--- src/rtl/lpfr_pkg.sv ---
// ----------------------------------------------------------------------------
// lpfr_pkg
// Types and constants of the length-prefixed frame receiver.
// ----------------------------------------------------------------------------
`default_nettype none

package lpfr_pkg;

    localparam logic [15:0] FRAME_LENGTH_RST  = 16'd40960;
    localparam logic [15:0] TIMEOUT_TICKS_RST = 16'd5000;
    localparam logic [16:0] IDLE_MAX          = 17'h1FFFF;

    localparam logic [1:0] EV_NONE    = 2'd0;
    localparam logic [1:0] EV_PAYLOAD = 2'd1;
    localparam logic [1:0] EV_REJECT  = 2'd2;
    localparam logic [1:0] EV_TIMEOUT = 2'd3;

    localparam logic CMD_DATA = 1'b0;
    localparam logic CMD_TICK = 1'b1;

    localparam logic REG_FRAME_LENGTH  = 1'b0;
    localparam logic REG_TIMEOUT_TICKS = 1'b1;

    localparam int QDEPTH = 4;
    localparam int QAW    = $clog2(QDEPTH);

    typedef struct packed {
        logic       command;
        logic [7:0] data_byte;
    } t_item;

    typedef struct packed {
        logic [1:0]  event_res;
        logic [7:0]  payload_byte;
        logic [15:0] byte_index;
        logic        last;
    } t_res;

    typedef struct packed {
        logic       is_tick;
        logic [7:0] data;
    } t_op;

    typedef struct packed {
        logic [15:0] frame_length;
        logic [15:0] timeout_ticks;
    } t_cfg;

endpackage

`default_nettype wire

--- src/rtl/length_prefixed_frame_receiver.sv ---
// ----------------------------------------------------------------------------
// length_prefixed_frame_receiver
// Length-prefixed frame receiver with idle timeout.
// ----------------------------------------------------------------------------
// Input channel (i_valid, o_stall, i_item): each item is a received byte
// (command 0) or a one millisecond tick (command 1), taken at an edge with
// i_valid high and o_stall low. Every item yields exactly one result.
// Output channel (o_valid, i_stall, o_res): a result reports no event,
// a payload byte with its index and last flag, a rejected header, or a
// timeout. A result holds while i_stall is high.
// From the accepting edge to o_valid, the item passes the input register,
// the four-entry queue and the result register. One item is taken every
// cycle while the output is not stalled; the frame engine settles one item
// per cycle. Under a stall the pipeline holds six items (input register,
// queue, result register) and o_stall rises once all six are taken.
// Reset (synchronous, active low) empties the pipeline, returns to the
// header phase, clears the idle tick count and loads the default frame
// length and timeout. The user must set registers over the APB port
// only while idle; the block itself does not enforce this.
// ----------------------------------------------------------------------------
`default_nettype none

module length_prefixed_frame_receiver
    import lpfr_pkg::*;
#(
    parameter int HEADER_BYTES = 4
) (
    input  wire logic        i_clk,
    input  wire logic        i_rst_n,
    input  wire logic        i_valid,
    output logic             o_stall,
    input  wire t_item       i_item,
    output logic             o_valid,
    input  wire logic        i_stall,
    output t_res             o_res,
    input  wire logic        psel,
    input  wire logic        penable,
    input  wire logic        pwrite,
    input  wire logic [2:0]  paddr,
    input  wire logic [31:0] pwdata,
    output logic [31:0]      prdata,
    output logic             pready
);

    t_cfg r_cfg;
    logic cfg_wr;
    logic push;
    logic full;
    logic pop;
    logic q_valid;
    t_op  f_op;
    t_op  q_op;

    assign pready = 1'b1;
    assign cfg_wr = psel && penable && pwrite && pready;

    always_ff @(posedge i_clk) begin
        if (!i_rst_n) begin
            r_cfg.frame_length  <= FRAME_LENGTH_RST;
            r_cfg.timeout_ticks <= TIMEOUT_TICKS_RST;
        end else if (cfg_wr) begin
            unique case (paddr[2])
                REG_FRAME_LENGTH:  r_cfg.frame_length  <= pwdata[15:0];
                REG_TIMEOUT_TICKS: r_cfg.timeout_ticks <= pwdata[15:0];
                default: ;
            endcase
        end
    end

    always_comb begin
        unique case (paddr[2])
            REG_FRAME_LENGTH:  prdata = {16'd0, r_cfg.frame_length};
            REG_TIMEOUT_TICKS: prdata = {16'd0, r_cfg.timeout_ticks};
            default:           prdata = '0;
        endcase
    end

    lpfr_front u_front (
        .i_clk   (i_clk),
        .i_rst_n (i_rst_n),
        .i_valid (i_valid),
        .o_stall (o_stall),
        .i_item  (i_item),
        .o_push  (push),
        .o_op    (f_op),
        .i_full  (full)
    );

    lpfr_queue u_queue (
        .i_clk   (i_clk),
        .i_rst_n (i_rst_n),
        .i_push  (push),
        .i_op    (f_op),
        .o_full  (full),
        .o_valid (q_valid),
        .o_op    (q_op),
        .i_pop   (pop)
    );

    lpfr_back #(
        .HEADER_BYTES (HEADER_BYTES)
    ) u_back (
        .i_clk     (i_clk),
        .i_rst_n   (i_rst_n),
        .i_cfg     (r_cfg),
        .i_q_valid (q_valid),
        .i_op      (q_op),
        .o_pop     (pop),
        .o_valid   (o_valid),
        .o_res     (o_res),
        .i_stall   (i_stall)
    );

endmodule

`default_nettype wire

--- src/rtl/lpfr_front.sv ---
// ----------------------------------------------------------------------------
// lpfr_front
// Input stage: accepts items, classifies them as tick or data and holds
// them until the queue takes them.
// ----------------------------------------------------------------------------
`default_nettype none

module lpfr_front
    import lpfr_pkg::*;
(
    input  wire logic  i_clk,
    input  wire logic  i_rst_n,
    input  wire logic  i_valid,
    output logic       o_stall,
    input  wire t_item i_item,
    output logic       o_push,
    output t_op        o_op,
    input  wire logic  i_full
);

    logic r_valid;
    logic n_valid;
    t_op  r_op;
    logic accept;

    assign o_push  = r_valid && !i_full;
    assign o_stall = r_valid && i_full;
    assign accept  = i_valid && !o_stall;
    assign o_op    = r_op;

    always_comb begin
        n_valid = r_valid;
        if (accept) begin
            n_valid = 1'b1;
        end else if (o_push) begin
            n_valid = 1'b0;
        end
    end

    always_ff @(posedge i_clk) begin
        if (!i_rst_n) begin
            r_valid <= 1'b0;
        end else begin
            r_valid <= n_valid;
        end
    end

    always_ff @(posedge i_clk) begin
        if (accept) begin
            r_op.is_tick <= (i_item.command == CMD_TICK);
            r_op.data    <= i_item.data_byte;
        end
    end

endmodule

`default_nettype wire

--- src/rtl/lpfr_queue.sv ---
// ----------------------------------------------------------------------------
// lpfr_queue
// Short FIFO between the input stage and the frame engine.
// ----------------------------------------------------------------------------
`default_nettype none

module lpfr_queue
    import lpfr_pkg::*;
(
    input  wire logic i_clk,
    input  wire logic i_rst_n,
    input  wire logic i_push,
    input  wire t_op  i_op,
    output logic      o_full,
    output logic      o_valid,
    output t_op       o_op,
    input  wire logic i_pop
);

    t_op            r_mem [QDEPTH];
    logic [QAW-1:0] r_wr;
    logic [QAW-1:0] r_rd;
    logic [QAW:0]   r_count;
    logic [QAW-1:0] n_wr;
    logic [QAW-1:0] n_rd;
    logic [QAW:0]   n_count;

    assign o_full  = (r_count == (QAW+1)'(QDEPTH));
    assign o_valid = (r_count != '0);
    assign o_op    = r_mem[r_rd];

    always_comb begin
        n_wr    = r_wr;
        n_rd    = r_rd;
        n_count = r_count;
        if (i_push) begin
            n_wr = r_wr + 1'b1;
        end
        if (i_pop) begin
            n_rd = r_rd + 1'b1;
        end
        if (i_push && !i_pop) begin
            n_count = r_count + 1'b1;
        end else if (!i_push && i_pop) begin
            n_count = r_count - 1'b1;
        end
    end

    always_ff @(posedge i_clk) begin
        if (!i_rst_n) begin
            r_wr    <= '0;
            r_rd    <= '0;
            r_count <= '0;
        end else begin
            r_wr    <= n_wr;
            r_rd    <= n_rd;
            r_count <= n_count;
        end
    end

    always_ff @(posedge i_clk) begin
        if (i_push) begin
            r_mem[r_wr] <= i_op;
        end
    end

endmodule

`default_nettype wire

--- src/rtl/lpfr_back.sv ---
// ----------------------------------------------------------------------------
// lpfr_back
// Frame engine: header assembly, payload indexing, idle timeout and the
// registered result stage.
// ----------------------------------------------------------------------------
`default_nettype none

module lpfr_back
    import lpfr_pkg::*;
#(
    parameter int HEADER_BYTES = 4
) (
    input  wire logic i_clk,
    input  wire logic i_rst_n,
    input  wire t_cfg i_cfg,
    input  wire logic i_q_valid,
    input  wire t_op  i_op,
    output logic      o_pop,
    output logic      o_valid,
    output t_res      o_res,
    input  wire logic i_stall
);

    localparam int HW = 8 * HEADER_BYTES;

    logic          r_valid;
    logic          n_valid;
    t_res          r_res;
    t_res          n_res;
    logic          r_in_payload;
    logic          n_in_payload;
    logic [15:0]   r_pos;
    logic [15:0]   n_pos;
    logic [HW-1:0] r_shift;
    logic [HW-1:0] n_shift;
    logic [16:0]   r_idle;
    logic [16:0]   n_idle;

    logic [HW-1:0] shift_cat;
    logic [15:0]   pos_inc;
    logic [16:0]   idle_inc;

    assign o_pop   = i_q_valid && (!r_valid || !i_stall);
    assign o_valid = r_valid;
    assign o_res   = r_res;

    assign shift_cat = HW'({r_shift, i_op.data});
    assign pos_inc   = r_pos + 16'd1;
    assign idle_inc  = (r_idle != IDLE_MAX) ? (r_idle + 17'd1) : r_idle;

    always_comb begin
        n_in_payload = r_in_payload;
        n_pos        = r_pos;
        n_shift      = r_shift;
        n_idle       = r_idle;
        n_res        = r_res;
        n_valid      = r_valid;
        if (o_pop) begin
            n_valid = 1'b1;
            n_res   = '0;
            if (i_op.is_tick) begin
                n_idle = idle_inc;
                if (idle_inc > {1'b0, i_cfg.timeout_ticks}) begin
                    n_res.event_res = EV_TIMEOUT;
                    n_in_payload    = 1'b0;
                    n_pos           = '0;
                    n_shift         = '0;
                    n_idle          = '0;
                end
            end else if (!r_in_payload) begin
                if (pos_inc == 16'(HEADER_BYTES)) begin
                    n_pos   = '0;
                    n_shift = '0;
                    if (32'(shift_cat) == {16'd0, i_cfg.frame_length}) begin
                        n_in_payload = 1'b1;
                    end else begin
                        n_res.event_res = EV_REJECT;
                    end
                end else begin
                    n_pos   = pos_inc;
                    n_shift = shift_cat;
                end
            end else begin
                n_res.event_res    = EV_PAYLOAD;
                n_res.payload_byte = i_op.data;
                n_res.byte_index   = r_pos;
                if (pos_inc == i_cfg.frame_length) begin
                    n_res.last   = 1'b1;
                    n_in_payload = 1'b0;
                    n_pos        = '0;
                    n_shift      = '0;
                    n_idle       = '0;
                end else begin
                    n_pos = pos_inc;
                end
            end
        end else if (!i_stall) begin
            n_valid = 1'b0;
        end
    end

    always_ff @(posedge i_clk) begin
        if (!i_rst_n) begin
            r_valid      <= 1'b0;
            r_in_payload <= 1'b0;
            r_pos        <= '0;
            r_shift      <= '0;
            r_idle       <= '0;
        end else begin
            r_valid      <= n_valid;
            r_in_payload <= n_in_payload;
            r_pos        <= n_pos;
            r_shift      <= n_shift;
            r_idle       <= n_idle;
        end
    end

    always_ff @(posedge i_clk) begin
        r_res <= n_res;
    end

endmodule

`default_nettype wire

--- config.mk ---
export PLATFORM = sky130hd
export DESIGN_NAME = length_prefixed_frame_receiver
export DESIGN_NICKNAME = d
export VERILOG_FILES = /design/src/rtl/lpfr_pkg.sv /design/src/rtl/length_prefixed_frame_receiver.sv /design/src/rtl/lpfr_front.sv /design/src/rtl/lpfr_queue.sv /design/src/rtl/lpfr_back.sv
export SDC_FILE = /design/constraint.sdc
export NUM_CORES = 1
export LEC_CHECK = 0
export ABC_AREA = 1
export BUFFER_PORTS_ARGS = -buffer_cell sky130_fd_sc_hd__buf_2
export CAP_MARGIN = 20
export CELL_PAD_IN_SITES_DETAIL_PLACEMENT = 1
export CELL_PAD_IN_SITES_GLOBAL_PLACEMENT = 2
export CORE_ASPECT_RATIO = 0.5
export CORE_MARGIN = 8
export CORE_UTILIZATION = 37
export DETAILED_ROUTE_END_ITERATION = 10
export PLACE_DENSITY = 0.95
export SYNTH_ARGS = -nofsm -noshare
export SYNTH_HDL_FRONTEND = slang
export SYNTH_HIERARCHICAL = 1
export SYNTH_SLANG_ARGS = --single-unit
--- constraint.sdc ---
create_clock -name i_clk -period 6.4 [get_ports i_clk]
set_clock_uncertainty 0.05 [all_clocks]
set_input_delay 0.96 -clock i_clk [delete_from_list [all_inputs] [get_ports i_clk]]
set_output_delay 0.96 -clock i_clk [all_outputs]
set_load 0.02 [all_outputs]
Yosys cells after proc, flatten, opt, wreduce, memory -nomap -nowiden --
Memories as Yosys holds them, arrays and structs flattened. A register that Yosys moved wholly into a read port is not among the register bits. Cells that the tools add are included.
Word-level totals: flip-flop bits (word level) 135, memory bits (writable) 36, input port bits 51, word-level logic and storage cells 99, memories 1
Operators by class: $add $sub $neg 6, magnitude comparators 1, equality and inequality tests 8, multiplexer cells 38, bitwise gates (word level) 2, reductions and logical operators 26
Memories:
- u_queue.r_mem | words 4, bits a word 9, read ports 1, clocked after memory_dff 1, write ports 1, RTL line lpfr_queue.sv:20 | t_op r_mem [QDEPTH];
Operators with widths (count):
- $mux 24 | 5
- $mux 17 | 5
- $mux 16 | 5
- $pmux 32 s2 | 1
- $eq 32x16->1 | 1
- $add 17x1->17 const B | 1
- $gt 17x16->1 | 1
- $ne 17x17->1 const B | 1
- $add 16x1->16 const B | 1
- $eq 16x16->1 | 1
- $eq 16x3->1 const B | 1
- $mux 2 | 7
- $mux 1 | 13
- $logic_and 1x1->1 | 8
- $reduce_bool 2->1 | 4
- $logic_not 1->1 | 6
- $mux 3 | 2
- $reduce_and 2->1 | 3
- $reduce_and 3->1 | 2
- $add 2x1->2 const B | 2
- $ne 2x1->1 const B | 2
- $add 3x1->3 const B | 1
- $eq 3x3->1 const B | 1
- $ne 3x3->1 const B | 1
- other kinds (5) | 6

Longest topological paths before layout --
Gate-level depths: netlist of run 1.
depth in word-level cells 7, mapped depth 26, depth with buffers taken out 25

By module --
Netlist of run 1, hierarchy kept.
By module, submodules not included:
- lpfr_back | instances 1, cells each 835, area each 5600.4 µm², sequential area each 1991.9 µm²
- lpfr_queue | instances 1, cells each 145, area each 1880.6 µm², sequential area each 1261.2 µm²
- length_prefixed_frame_receiver | instances 1, cells each 258, area each 1649.1 µm², sequential area each 640.6 µm²
- lpfr_front | instances 1, cells each 18, area each 327.8 µm², sequential area each 290.3 µm²

Worst setup path after synthesis of run 1 --
OpenSTA, ideal clock, no wires.
path kind input to register, start input i_stall, end register u_queue.r_count[1], setup time 116 ps, arrival 3237 ps, setup slack 2997 ps, cell stages on the path 10, cell sequence nand2_1 -> nand2_1 -> inv_1 -> buf_1 -> inv_1 -> ha_1 -> inv_1 -> fa_1 -> o21ai_0 -> nor2_1
Between the ends: longest elaborated chain between the ends 6
RTL lines:
- start: declaration | RTL line length_prefixed_frame_receiver.sv:34 | input wire logic i_stall,
- $logic_not 1->1 | RTL line lpfr_back.sv:43 | assign o_pop = i_q_valid && (!r_valid || !i_stall);
- $logic_or 1x1->1 | RTL line lpfr_back.sv:43
- $logic_and 1x1->1 | RTL line lpfr_back.sv:43
- via pop | RTL line length_prefixed_frame_receiver.sv:49 | logic pop;
- $logic_not 1->1 | RTL line lpfr_queue.sv:42 | if (i_push && !i_pop) begin
- $logic_and 1x1->1 | RTL line lpfr_queue.sv:42
- $mux 3 | RTL line lpfr_queue.sv:42
- via u_queue.n_count[1] | RTL line lpfr_queue.sv:26 | logic [QAW:0] n_count;
- end signal: assignment | RTL line lpfr_queue.sv:57 | r_count <= n_count;
- end: declaration | RTL line lpfr_queue.sv:23 | logic [QAW:0] r_count;
The timed path passes the listed nets, and every way through them passes these cells. A chain may end at the register's enable or synchronous reset.

Worst setup path after layout of run 1 --
start register u_back.r_idle[0], end register u_back.r_shift[12]
Between the ends: longest elaborated chain between the ends 5
RTL lines:
- start: declaration | RTL line lpfr_back.sv:36 | logic [16:0] r_idle;
- start signal: assignment | RTL line lpfr_back.sv:114 | r_idle <= n_idle;
- $add 17x1->17 / $ne 17x17->1 (equally long branches) | RTL line lpfr_back.sv:49 | assign idle_inc = (r_idle != IDLE_MAX) ? (r_idle + 17'd1) : r_idle;
- $mux 17 (*) | RTL line lpfr_back.sv:49
- $gt 17x16->1 (*) | RTL line lpfr_back.sv:63 | if (idle_inc > {1'b0, i_cfg.timeout_ticks}) begin
- $ne 2x1->1 (no line) (*)
- $reduce_and 3->1 (no line) (*)
- end signal: assignment | RTL line lpfr_back.sv:113 | r_shift <= n_shift;
- end: declaration | RTL line lpfr_back.sv:34 | logic [HW-1:0] r_shift;
Mark *: on every way between the ends. The rest lies on a longest branch, timed or not.

==> results of run 1 <==
-- flip-flops by register name, indices dropped and copies added (netlist names), named ones only --
register             count
u_back/o_res            27
u_back/r_shift          24
u_back/r_in_payload      1
u_front/o_op             9
u_back/r_pos            16
u_queue/r_count          3
u_front/r_valid          1
u_back/o_valid           1
u_queue/r_wr             2
u_queue/r_mem           36
u_back/r_idle           17
r_cfg                   32
u_queue/r_rd             2
-- cell usage after synthesis (3+ instances only) --
cell,count
a21oi_1,49
a21oi_2,21
and2_1,3
buf_2,16
buf_4,21
buf_6,6
clkbuf_1,11
dfxtp_1,101
edfxtp_1,72
ha_1,23
inv_1,171
inv_2,3
nand2_1,327
nand2_2,6
nand3_1,80
nand3_2,4
nand3b_1,13
nand4_1,22
nor2_1,185
nor2_2,13
nor2_4,4
nor3_1,12
nor4_1,9
o2111ai_1,3
o21ai_0,29
o21ai_1,3
o22ai_2,9
xnor2_1,4
xor2_1,11
-- layer usage --
metal	vias up	part of all wire, %	global-route usage (%)
met4	0	1.5	6.25
met2	128	49	30.0
met5	-	0	0
met3	32	4.3	4.44
li1	4078	-	-
met1	4011	46	21.5
-- final cells by class --
class | instances | area (um2)
Clock buffer | 18 | 429
Clock inverter | 14 | 111
Inverter | 177 | 672
Sequential cell | 173 | 4180
Multi-Input combinational cell | 864 | 4280
Tap cell | 344 | 430
Fill cell | 3202 | 14600
Timing Repair Buffer | 81 | 443
-- worst max-delay path by stage --
stage                                   from                               end  slack (ns)  cells past startpoint
2_1_floorplan                        i_stall   u_queue/r_count[1]$_SDFFE_PN0P_        3.00                     10
3_3_place_gp   u_back/r_idle[0]$_SDFFE_PN0P_  u_back/r_in_payload$_SDFFE_PN0P_        1.90                     19
3_5_place_dp   u_back/r_idle[0]$_SDFFE_PN0P_   u_back/r_shift[12]$_SDFFE_PN0P_        1.98                     21
4_1_cts        u_back/r_idle[0]$_SDFFE_PN0P_   u_back/r_shift[12]$_SDFFE_PN0P_        1.95                     21
5_1_grt        u_back/r_idle[1]$_SDFFE_PN0P_   u_back/r_shift[12]$_SDFFE_PN0P_        1.56                     20
6_report       u_back/r_idle[0]$_SDFFE_PN0P_   u_back/r_shift[12]$_SDFFE_PN0P_        2.00                     21
-- through the flow --
stage / cells / area (um2) / total power, W / setup WS (ns) / utilization [%]
global placement: 1637 / 9970 / 0.00338 / 1.90 / 39.7
floorplan: 1271 / 9510 / 0.00299 / 3.00 / -
global route: 1671 / 10600 / 0.00479 / 1.56 / 42.0
detailed placement: 1638 / 10000 / 0.00349 / 1.98 / 39.8
CTS: 1670 / 10500 / 0.00449 / 1.95 / 41.9
finish: 1671 / 10600 / 0.00446 / 2.00 / 42.0
-- power by group through the flow --
stage | Combinational [W] | Clock (W) | Sequential, W
floorplan | 0.00132 | 0 | 0.00167
global route | 0.00211 | 0.00105 | 0.00163
global placement | 0.00177 | 0 | 0.00160
CTS | 0.00188 | 0.00101 | 0.00160
detailed placement | 0.00187 | 0 | 0.00162
finish | 0.00189 | 0.000983 | 0.00159
-- kinds of logic after synthesis --
| logic type | count (synthesis) | synth area share (%) |
|---|---|---|
| xor gates and xnor gates | 16 | 1.64 |
| other | 2 | 0.0794 |
| and+or+nand+nor | 684 | 31.3 |
| buffers and inverters | 234 | 11.1 |
| AOI/OAI and AO/OA | 123 | 8.45 |
| adders and majority gates | 24 | 3.25 |
| DFF | 173 | 44.2 |
-- worst reg2reg max path, delay by kind of cell, from the launching register on --
kind	cells	cell delay, ns
adder cells (fa/ha/maj)	1	0.30
flip-flops	1	0.38
AND/OR/NAND/NOR	16	2.91
buffers and inverters	4	0.70
==> impl_metrics.csv, run 1 <==
group,metric,value,unit
routing,vias,8249,
timing,setup_violations,0,
clock_tree,clock-root-buffer,"clkbuf_16",
timing,final_hold_viol_count,0,
run_status,status,"finished clean",
floorplan,io_pins,113,
routing,routed_wl,27.5,mm
timing,fin_crit_sh,68.8,%
finish,mostFrequentLayoutCell,"nand2_1",
timing,max_freq,0.227,GHz
worst_setup_path,timing.rr.start,"u_back/r_idle[0]$_SDFFE_PN0P_",
grt,grt_pass1_wl,43.6,mm
worst_setup_path,cp_slowest_cell,"nand3_2",
worst_setup_path,crit_path_max_incr_delay,0.56,ns
worst_setup_path,cp_max_fo,25,
floorplan,die_w,242,um
clock_tree,cts-resized-gates,0,
timing,setup_tns,0,ns
floorplan,start_util,37.6,%
finish,syn2layout_area_growth,11.6,%
worst_setup_path,critPathBufInv,4,
worst_setup_path,start_kind,"register",
clock_tree,hold_buffers,0,
synthesis,yosys_warnings,6,
pwr,leakagePower,4.81,nW
synthesis,ys_types,46,
worst_setup_path,worstPathArrival,4.74,ns
hold_path,min_path_type,"register to register",
routing,drcViolationCount,0,
job,cap_violations,0,
pwr,seqPwrFrac,35.7,%
clock_tree,cts_tree,"yes",
worst_setup_path,crit_top_cell,"nor2_1",
finish,final_cell_mix,"327 x nand2_1, 185 x nor2_1, 170 x inv_1",
synthesis,synth_edf_count,72,
hold_path,holdPathEnd,"u_back/r_idle[16]$_SDFFE_PN0P_",
grt,antenna_found_initial,0,
synthesis,netlist_instances,1256,
synthesis,synth.largest_area_cell,"edfxtp_1",
timing,rsz0062_at_grt,"no",
worst_setup_path,worstSetupPathType,"register to register",
routing,antenna_left,0,
pwr,pwr-share-clk,22.0,%
floorplan,num_rows,41,
finish,num-nets-final,1389,
worst_setup_path,cp-end-kind,"register",
pwr,swShare,43.9,%
hold_path,hold_start,"u_back/r_idle[16]$_SDFFE_PN0P_",
finish,drive_above_1_share,13.5,%
pwr,p_int,0.00250,W
worst_setup_path,worst_r2r_path_depth,21,
synthesis,avgSynthCellArea,7.53,um2
grt,gr-usage-all-layers,17.5,%
clock_tree,cts.sinks,173,
synthesis,yosys-top-cells-area,"edfxtp_1 23%, dfxtp_1 21%, nand2_1 13%, nor2_1 7.3%, inv_1 6.8%",
grt,overflow,0,
clock_tree,cts_inserted_buffers,17,
synthesis,syn_area,9460,um2
routing,vias_per_cell,4.94,
synthesis,synth_top_area_share,22.9,%
clock_tree,clkTransAtPathRegs,0.07,ns
floorplan,die_h,129,um
pwr,p_comb_share,42.3,%
routing,drt_iter0_drc,467,
timing,fin_crit,4.40,ns
floorplan,core_area,25100,um2
placed_design,gp_congestion,0.881,
placed_design,dpl.hpwl,20.1,mm
grt,grt_max_degree,83,
clock_tree,insertion_delay,0.45,ns
clock_tree,cts_setup_buffers,0,
worst_setup_path,critPathRequiredTime,6.73,ns
routing,wire_per_inst,16.4,um
worst_setup_path,path_cells,"inv_1 -> nor4_1 -> inv_1 -> nor3_1 -> inv_1 -> nor2_1 -> nand2_1 -> nor2_1 -> nor2_1 -> ha_1 -> nand4_1 -> nor2_1 -> nand3_1 -> nand3_1 -> nand2_1 -> nand2_2 -> nand3_2 -> buf_16 -> nand2_1 -> nand2_1 -> nor2_1",
synthesis,ys_seq_area_share,44.2,%
timing,finalMaxSlewViolations,0,
finish,antenna_cells,0,
synthesis,synth-seq-cells,173,
synthesis,synth-main-ff-cell,"dfxtp_1",
worst_setup_path,cp_top_family,"simple AND/OR/NAND/NOR gates",
placed_design,io_buffers,77,
worst_setup_path,r2r_setup_slack,2.00,ns
floorplan,dieArea,31200,um2
routing,detail_route.first_pass.iterations,5,
timing,max-slew-margin-rel,37.3,%
hold_path,whs_path_depth,2,
timing,timing.hold.ws,0.392,ns
clock_tree,htreeDepth,4,
pwr,switching_power,0.00196,W
clock_tree,clockBufferDepth,2,
timing,worst_slew_pin_slew,0.940,ns
synthesis,ys_async_sr_fraction,0,%
pwr,vdd_drop_max,201,uV
worst_setup_path,r2r-end,"u_back/r_shift[12]$_SDFFE_PN0P_",
pwr,p_per_area,423,nW/um2
grt,grt_pass1_vias,8384,
Note: power is estimated with default switching activity, not from simulation.
==> inputs of run 2 (changes only) <==
--- a/config.mk
+++ b/config.mk
@@ -12,9 +12,9 @@
 export CELL_PAD_IN_SITES_GLOBAL_PLACEMENT = 2
 export CORE_ASPECT_RATIO = 0.5
 export CORE_MARGIN = 8
-export CORE_UTILIZATION = 37
+export CORE_UTILIZATION = 34
 export DETAILED_ROUTE_END_ITERATION = 10
-export PLACE_DENSITY = 0.95
+export PLACE_DENSITY = 0.9
 export SYNTH_ARGS = -nofsm -noshare
 export SYNTH_HDL_FRONTEND = slang
 export SYNTH_HIERARCHICAL = 1
==> constraint.sdc (replaced) <==
create_clock -name i_clk -period 4.4 [get_ports i_clk]
set_clock_uncertainty 0.05 [all_clocks]
set_input_delay 0.66 -clock i_clk [delete_from_list [all_inputs] [get_ports i_clk]]
set_output_delay 0.66 -clock i_clk [all_outputs]
set_load 0.02 [all_outputs]
==> impl_metrics.csv, run 2 (synthesis results as in run 1) <==
group,metric,value,unit
finish,num-nets-final,1392,
placed_design,gp_congestion,0.851,
worst_setup_path,cp_max_fo,48,
worst_setup_path,r2r_setup_slack,0.39,ns
grt,gr-usage-all-layers,16.6,%
floorplan,core_area,27500,um2
worst_setup_path,worstSetupPathDepth,22,
clock_tree,htreeDepth,4,
worst_setup_path,cp_top_family,"simple AND/OR/NAND/NOR gates",
worst_setup_path,worst_r2r_path_depth,22,
timing,worst_slew_pin_slew,0.804,ns
routing,wire_per_inst,16.4,um
routing,drt_iter0_drc,395,
grt,grt_pass1_wl,45.0,mm
finish,drive_above_1_share,14.1,%
hold_path,whs_path_depth,1,
finish,n_fill_cell,3439,
clock_tree,clock-root-buffer,"clkbuf_16",
timing,rsz0062_at_grt,"no",
timing,setup_violations,0,
finish,syn2layout_area_growth,13.3,%
finish,final_cell_mix,"327 x nand2_1, 185 x nor2_1, 169 x inv_1",
floorplan,num_rows,43,
pwr,leakagePower,4.87,nW
worst_setup_path,worstPathArrival,4.31,ns
worst_setup_path,critPathBufInv,2,
hold_path,holdPathEnd,"u_front/o_op[6]$_DFFE_PP_",
grt,grtUsageMet3,3.26,%
routing,routed_wl,28.0,mm
pwr,vdd_drop_max,299,uV
timing,fin_crit,4.01,ns
worst_setup_path,cp-end-kind,"register",
routing,detail_route.first_pass.iterations,5,
worst_setup_path,worstSetupPathType,"register to register",
run_status,status,"finished clean",
placed_design,io_buffers,77,
worst_setup_path,start_kind,"register",
floorplan,die_h,134,um
finish,largest_reg_flops,36,
hold_path,min_path_type,"primary input to register",
timing,setup_tns,0,ns
placed_design,placedCellCount,1679,
routing,vias_per_cell,4.78,
grt,busiest_layer,"met2",
floorplan,die_w,252,um
timing,max_freq,0.249,GHz
routing,vias,8183,
grt,antenna_found_initial,0,
timing,finalMaxSlewViolations,0,
grt,use_met1,21.2,%
worst_setup_path,timing.rr.start,"u_back/r_idle[0]$_SDFFE_PN0P_",
worst_setup_path,crit_top_cell,"nor2_1",
finish,fin_util,38.9,%
hold_path,hold_start,"i_item[6]",
placed_design,dpl.hpwl,20.9,mm
worst_setup_path,critPathRequiredTime,4.70,ns
clock_tree,cts_inserted_buffers,17,
floorplan,start_util,34.3,%
clock_tree,clkTransAtPathRegs,0.08,ns
worst_setup_path,crit_path_max_incr_delay,0.34,ns
finish,mostFrequentLayoutCell,"nand2_1",
clock_tree,hold_buffers,0,
finish,regMostFlops,"u_queue/r_mem",
grt,grt_max_degree,51,
worst_setup_path,cp_slowest_cell,"dfxtp_1",
pwr,p_per_area,624,nW/um2
floorplan,dieArea,33700,um2
floorplan,io_pins,113,
grt,grt_pass1_vias,8559,
timing,fin_crit_sh,91.2,%
clock_tree,clockBufferDepth,2,
worst_setup_path,path_cells,"ha_1 -> nand3_1 -> nor2_1 -> nand4_1 -> nor2_1 -> nor3_1 -> inv_1 -> nor2_1 -> nand2_1 -> nor2_1 -> nor2_1 -> ha_1 -> nand4_1 -> nor4_1 -> nand3_1 -> nand2_1 -> nand2_2 -> nand3_2 -> buf_12 -> nand2_1 -> nand2_1 -> nor2_1",
timing,final_hold_viol_count,0,
routing,drcViolationCount,0,
routing,antenna_left,0,
finish,antenna_cells,0,
finish,stdcell_count,1712,
job,cap_violations,0,
grt,overflow,0,
clock_tree,cts_tree,"yes",
clock_tree,insertion_delay,0.45,ns
grt,use_met2,28.9,%
timing,max-slew-margin-rel,46.4,%
worst_setup_path,r2r-end,"u_back/r_shift[7]$_SDFFE_PN0P_",
clock_tree,cts.sinks,173,
-- run 2: area by class of cell --
| cell class | count | area, um2 | area share, % |
|---|---|---|---|
| well taps | 382 | 478 | 4.46 |
| clock inverters | 15 | 209 | 1.95 |
| repair buffers | 84 | 450 | 4.20 |
| clock buffers | 17 | 425 | 3.97 |
| inverters | 177 | 676 | 6.31 |
| flip-flops and latches | 173 | 4180 | 39.1 |
| multi-input cells | 864 | 4290 | 40.0 |
-- run 2: timing repair --
action                                  4_1_cts  5_1_grt
resized for setup                             0        2
setup buffers                                 0        1
endpoints found under the setup margin        0       52
-- run 2: worst max-delay path by stage --
stage                                  startpoint                        endpoint  slack, ns
floorplan           u_back/r_idle[0]$_SDFFE_PN0P_  u_back/r_idle[10]$_SDFFE_PN0P_       1.27
global placement    u_back/r_idle[0]$_SDFFE_PN0P_  u_back/r_idle[13]$_SDFFE_PN0P_       0.53
detailed placement  u_back/r_idle[0]$_SDFFE_PN0P_  u_back/r_idle[15]$_SDFFE_PN0P_       0.36
CTS                 u_back/r_idle[0]$_SDFFE_PN0P_   u_back/r_idle[8]$_SDFFE_PN0P_       0.23
global route        u_back/r_idle[0]$_SDFFE_PN0P_    u_back/r_pos[9]$_SDFFE_PN0P_      0.006
finish              u_back/r_idle[0]$_SDFFE_PN0P_  u_back/r_shift[7]$_SDFFE_PN0P_       0.39
-- run 2: per-layer routing --
layer  vias to the layer above  wire, um
met5                         -         0
met4                         0       219
met3                        14       829
met2                       104     13800
met1                      3971     13100
li1                       4094         -
-- run 2: power by group --
| group | total (W) | leakage (nW) | internal [W] | switching, W |
|---|---|---|---|---|
| Combinational | 0.00276 | 3.05 | 0.000852 | 0.00191 |
| Clock | 0.00160 | 0.304 | 0.000830 | 0.000772 |
| Sequential | 0.00232 | 1.52 | 0.00206 | 0.000261 |
-- run 2: per-stage QoR --
stage / area (um2) / setup slack (ns) / hold slack (ns) / total power [W]
floorplan: 9510 / 1.27 / 0.362 / 0.00435
global placement: 10100 / 0.531 / 0.377 / 0.00494
detailed placement: 10100 / 0.365 / 0.385 / 0.00509
CTS: 10700 / 0.231 / 0.301 / 0.00673
global route: 10700 / 0.00638 / 0.302 / 0.00716
finish: 10700 / 0.389 / 0.328 / 0.00668
==> inputs of run 3 (changes only) <==
--- a/config.mk
+++ b/config.mk
@@ -14,6 +14,7 @@
 export CORE_MARGIN = 8
 export CORE_UTILIZATION = 34
 export DETAILED_ROUTE_END_ITERATION = 10
+export MAX_ROUTING_LAYER = met4
 export PLACE_DENSITY = 0.9
 export SYNTH_ARGS = -nofsm -noshare
 export SYNTH_HDL_FRONTEND = slang
==> impl_metrics.csv, run 3 (synthesis results as in run 1) <==
group,metric,value,unit
run_status,status,"finished clean",
routing,drt_iter0_drc,401,
routing,wl_met1,13.2,mm
clock_tree,cts_tree,"yes",
pwr,p_per_area,617,nW/um2
placed_design,io_buffers,77,
routing,antenna_left,0,
timing,worst_slew_pin_slew,0.795,ns
pwr,switching_power,0.00289,W
routing,vias,8163,
finish,stdcell_count,1711,
routing,drcViolationCount,0,
finish,antenna_cells,0,
pwr,swShare,44.0,%
clock_tree,insertion_delay,0.45,ns
clock_tree,cts_inserted_buffers,17,
timing,final_hold_viol_count,0,
clock_tree,hold_buffers,0,
floorplan,start_util,34.3,%
job,cap_violations,0,
grt,overflow,0,
grt,grt_pass1_wl,45.2,mm
finish,largest_reg_flops,36,
finish,syn2layout_area_growth,12.6,%
floorplan,die_h,134,um
routing,wire_per_inst,16.4,um
finish,mostFrequentLayoutCell,"nand2_1",
pwr,p_int,0.00368,W
floorplan,io_pins,113,
pwr,p_comb_share,42.2,%
worst_setup_path,cp_slowest_cell,"dfxtp_1",
pwr,vdd_drop_max,301,uV
finish,n_fill_cell,3474,
worst_setup_path,worstSetupPathType,"register to register",
floorplan,dieArea,33700,um2
worst_setup_path,crit_path_max_incr_delay,0.38,ns
clock_tree,clock-root-buffer,"clkbuf_16",
worst_setup_path,critPathRequiredTime,4.70,ns
placed_design,gp_congestion,0.864,
finish,regArea,4180,um2
hold_path,min_path_type,"primary input to register",
routing,vias_per_cell,4.77,
finish,multi_input_area,4290,um2
timing,fin_crit,3.94,ns
worst_setup_path,start_kind,"register",
worst_setup_path,cp_max_fo,42,
floorplan,core_area,27500,um2
finish,regMostFlops,"u_queue/r_mem",
finish,final_cell_mix,"327 x nand2_1, 184 x nor2_1, 170 x inv_1",
timing,rsz0062_at_grt,"no",
worst_setup_path,cp_top_family,"simple AND/OR/NAND/NOR gates",
pwr,pwr-share-clk,22.5,%
floorplan,num_rows,43,
pwr,leakagePower,4.85,nW
timing,setup_violations,0,
finish,drive_above_1_share,13.8,%
clock_tree,cts_setup_buffers,0,
grt,grt_pass1_vias,8444,
routing,detail_route.first_pass.iterations,5,
worst_setup_path,worstPathArrival,4.24,ns
routing,dr_wl_met2,13.6,mm
routing,routed_wl,28.1,mm
timing,max-slew-margin-rel,46.9,%
clock_tree,clockBufferDepth,2,
floorplan,die_w,252,um
timing,setup_tns,0,ns
worst_setup_path,cp-end-kind,"register",
clock_tree,cts-resized-gates,0,
grt,gr-usage-all-layers,17.3,%
grt,grt_max_degree,55,
worst_setup_path,critPathBufInv,4,
grt,antenna_found_initial,0,
placed_design,dpl.hpwl,20.8,mm
worst_setup_path,path_cells,"inv_1 -> nor4_2 -> inv_1 -> nor3_1 -> inv_1 -> nor2_1 -> nand2_1 -> nor2_1 -> nor2_1 -> ha_1 -> nand4_1 -> nor4_1 -> nand3_1 -> nand2_1 -> nand2_2 -> nand3_2 -> buf_12 -> nand2_1 -> nand2_1 -> nor2_1",
clock_tree,clkTransAtPathRegs,0.07,ns
pwr,seqPwrFrac,35.3,%
timing,max_freq,0.254,GHz
routing,highest_layer,"met4",
routing,dr_wl_met3,792,um
timing,finalMaxSlewViolations,0,
clock_tree,cts.sinks,173,
placed_design,placedCellCount,1678,
timing,fin_crit_sh,89.6,%
clock_tree,htreeDepth,4,
finish,num-nets-final,1391,
==> run 3: per-layer routing <==
metal | up-vias | track usage, %
met5 | - | -
met4 | 0 | 5.41
met3 | 35 | 3.07
met2 | 108 | 28.9
met1 | 3935 | 21.2
li1 | 4085 | -
==> run 3: cell type report <==
cell class / count / share of cell area [%]
Multi-Input combinational cell: 864 / 40.3
Clock inverter: 14 / 1.19
Timing Repair Buffer: 83 / 4.35
Tap cell: 382 / 4.49
Clock buffer: 18 / 4.03
Inverter: 177 / 6.31
Sequential cell: 173 / 39.3
==> run 3: worst reg2reg max path: cells and delay by family, from the launching register on <==
| family | cells | cell delay, ns |
|---|---|---|
| buf+inv | 4 | 0.56 |
| simple gates | 15 | 2.54 |
| flops | 1 | 0.38 |
| fa+ha+maj | 1 | 0.31 |
==> run 3: power groups by stage <==
stage	Sequential, W	Clock (W)	Combinational [W]
floorplan	0.00243	0	0.00192
global placement	0.00234	0	0.00261
detailed placement	0.00235	0	0.00272
CTS	0.00232	0.00152	0.00274
global route	0.00236	0.00157	0.00309
finish	0.00232	0.00148	0.00277
==> run 3: metrics by stage <==
step / total power, W / setup WS (ns) / util [%] / hold WS, ns / cell area, um2
3_5_place_dp: 0.00508 / 0.363 / 36.5 / 0.388 / 10100
4_1_cts: 0.00658 / 0.316 / 38.5 / 0.304 / 10600
2_1_floorplan: 0.00435 / 1.27 / - / 0.362 / 9510
6_report: 0.00657 / 0.456 / 38.6 / 0.331 / 10600
5_1_grt: 0.00703 / 0.0313 / 38.6 / 0.306 / 10600
3_3_place_gp: 0.00494 / 0.447 / 36.5 / 0.375 / 10100
==> run 3: path summary, 6_finish.rpt <==
path,cells after the start,to,slack [ns],startpoint
max,20,u_back/r_shift[6]$_SDFFE_PN0P_,0.46,u_back/r_idle[0]$_SDFFE_PN0P_
max reg2reg,20,u_back/r_shift[6]$_SDFFE_PN0P_,0.46,u_back/r_idle[0]$_SDFFE_PN0P_
min,1,u_front/o_op[3]$_DFFE_PP_,0.33,i_item[3]
min reg2reg,2,u_back/r_idle[16]$_SDFFE_PN0P_,0.40,u_back/r_idle[16]$_SDFFE_PN0P_
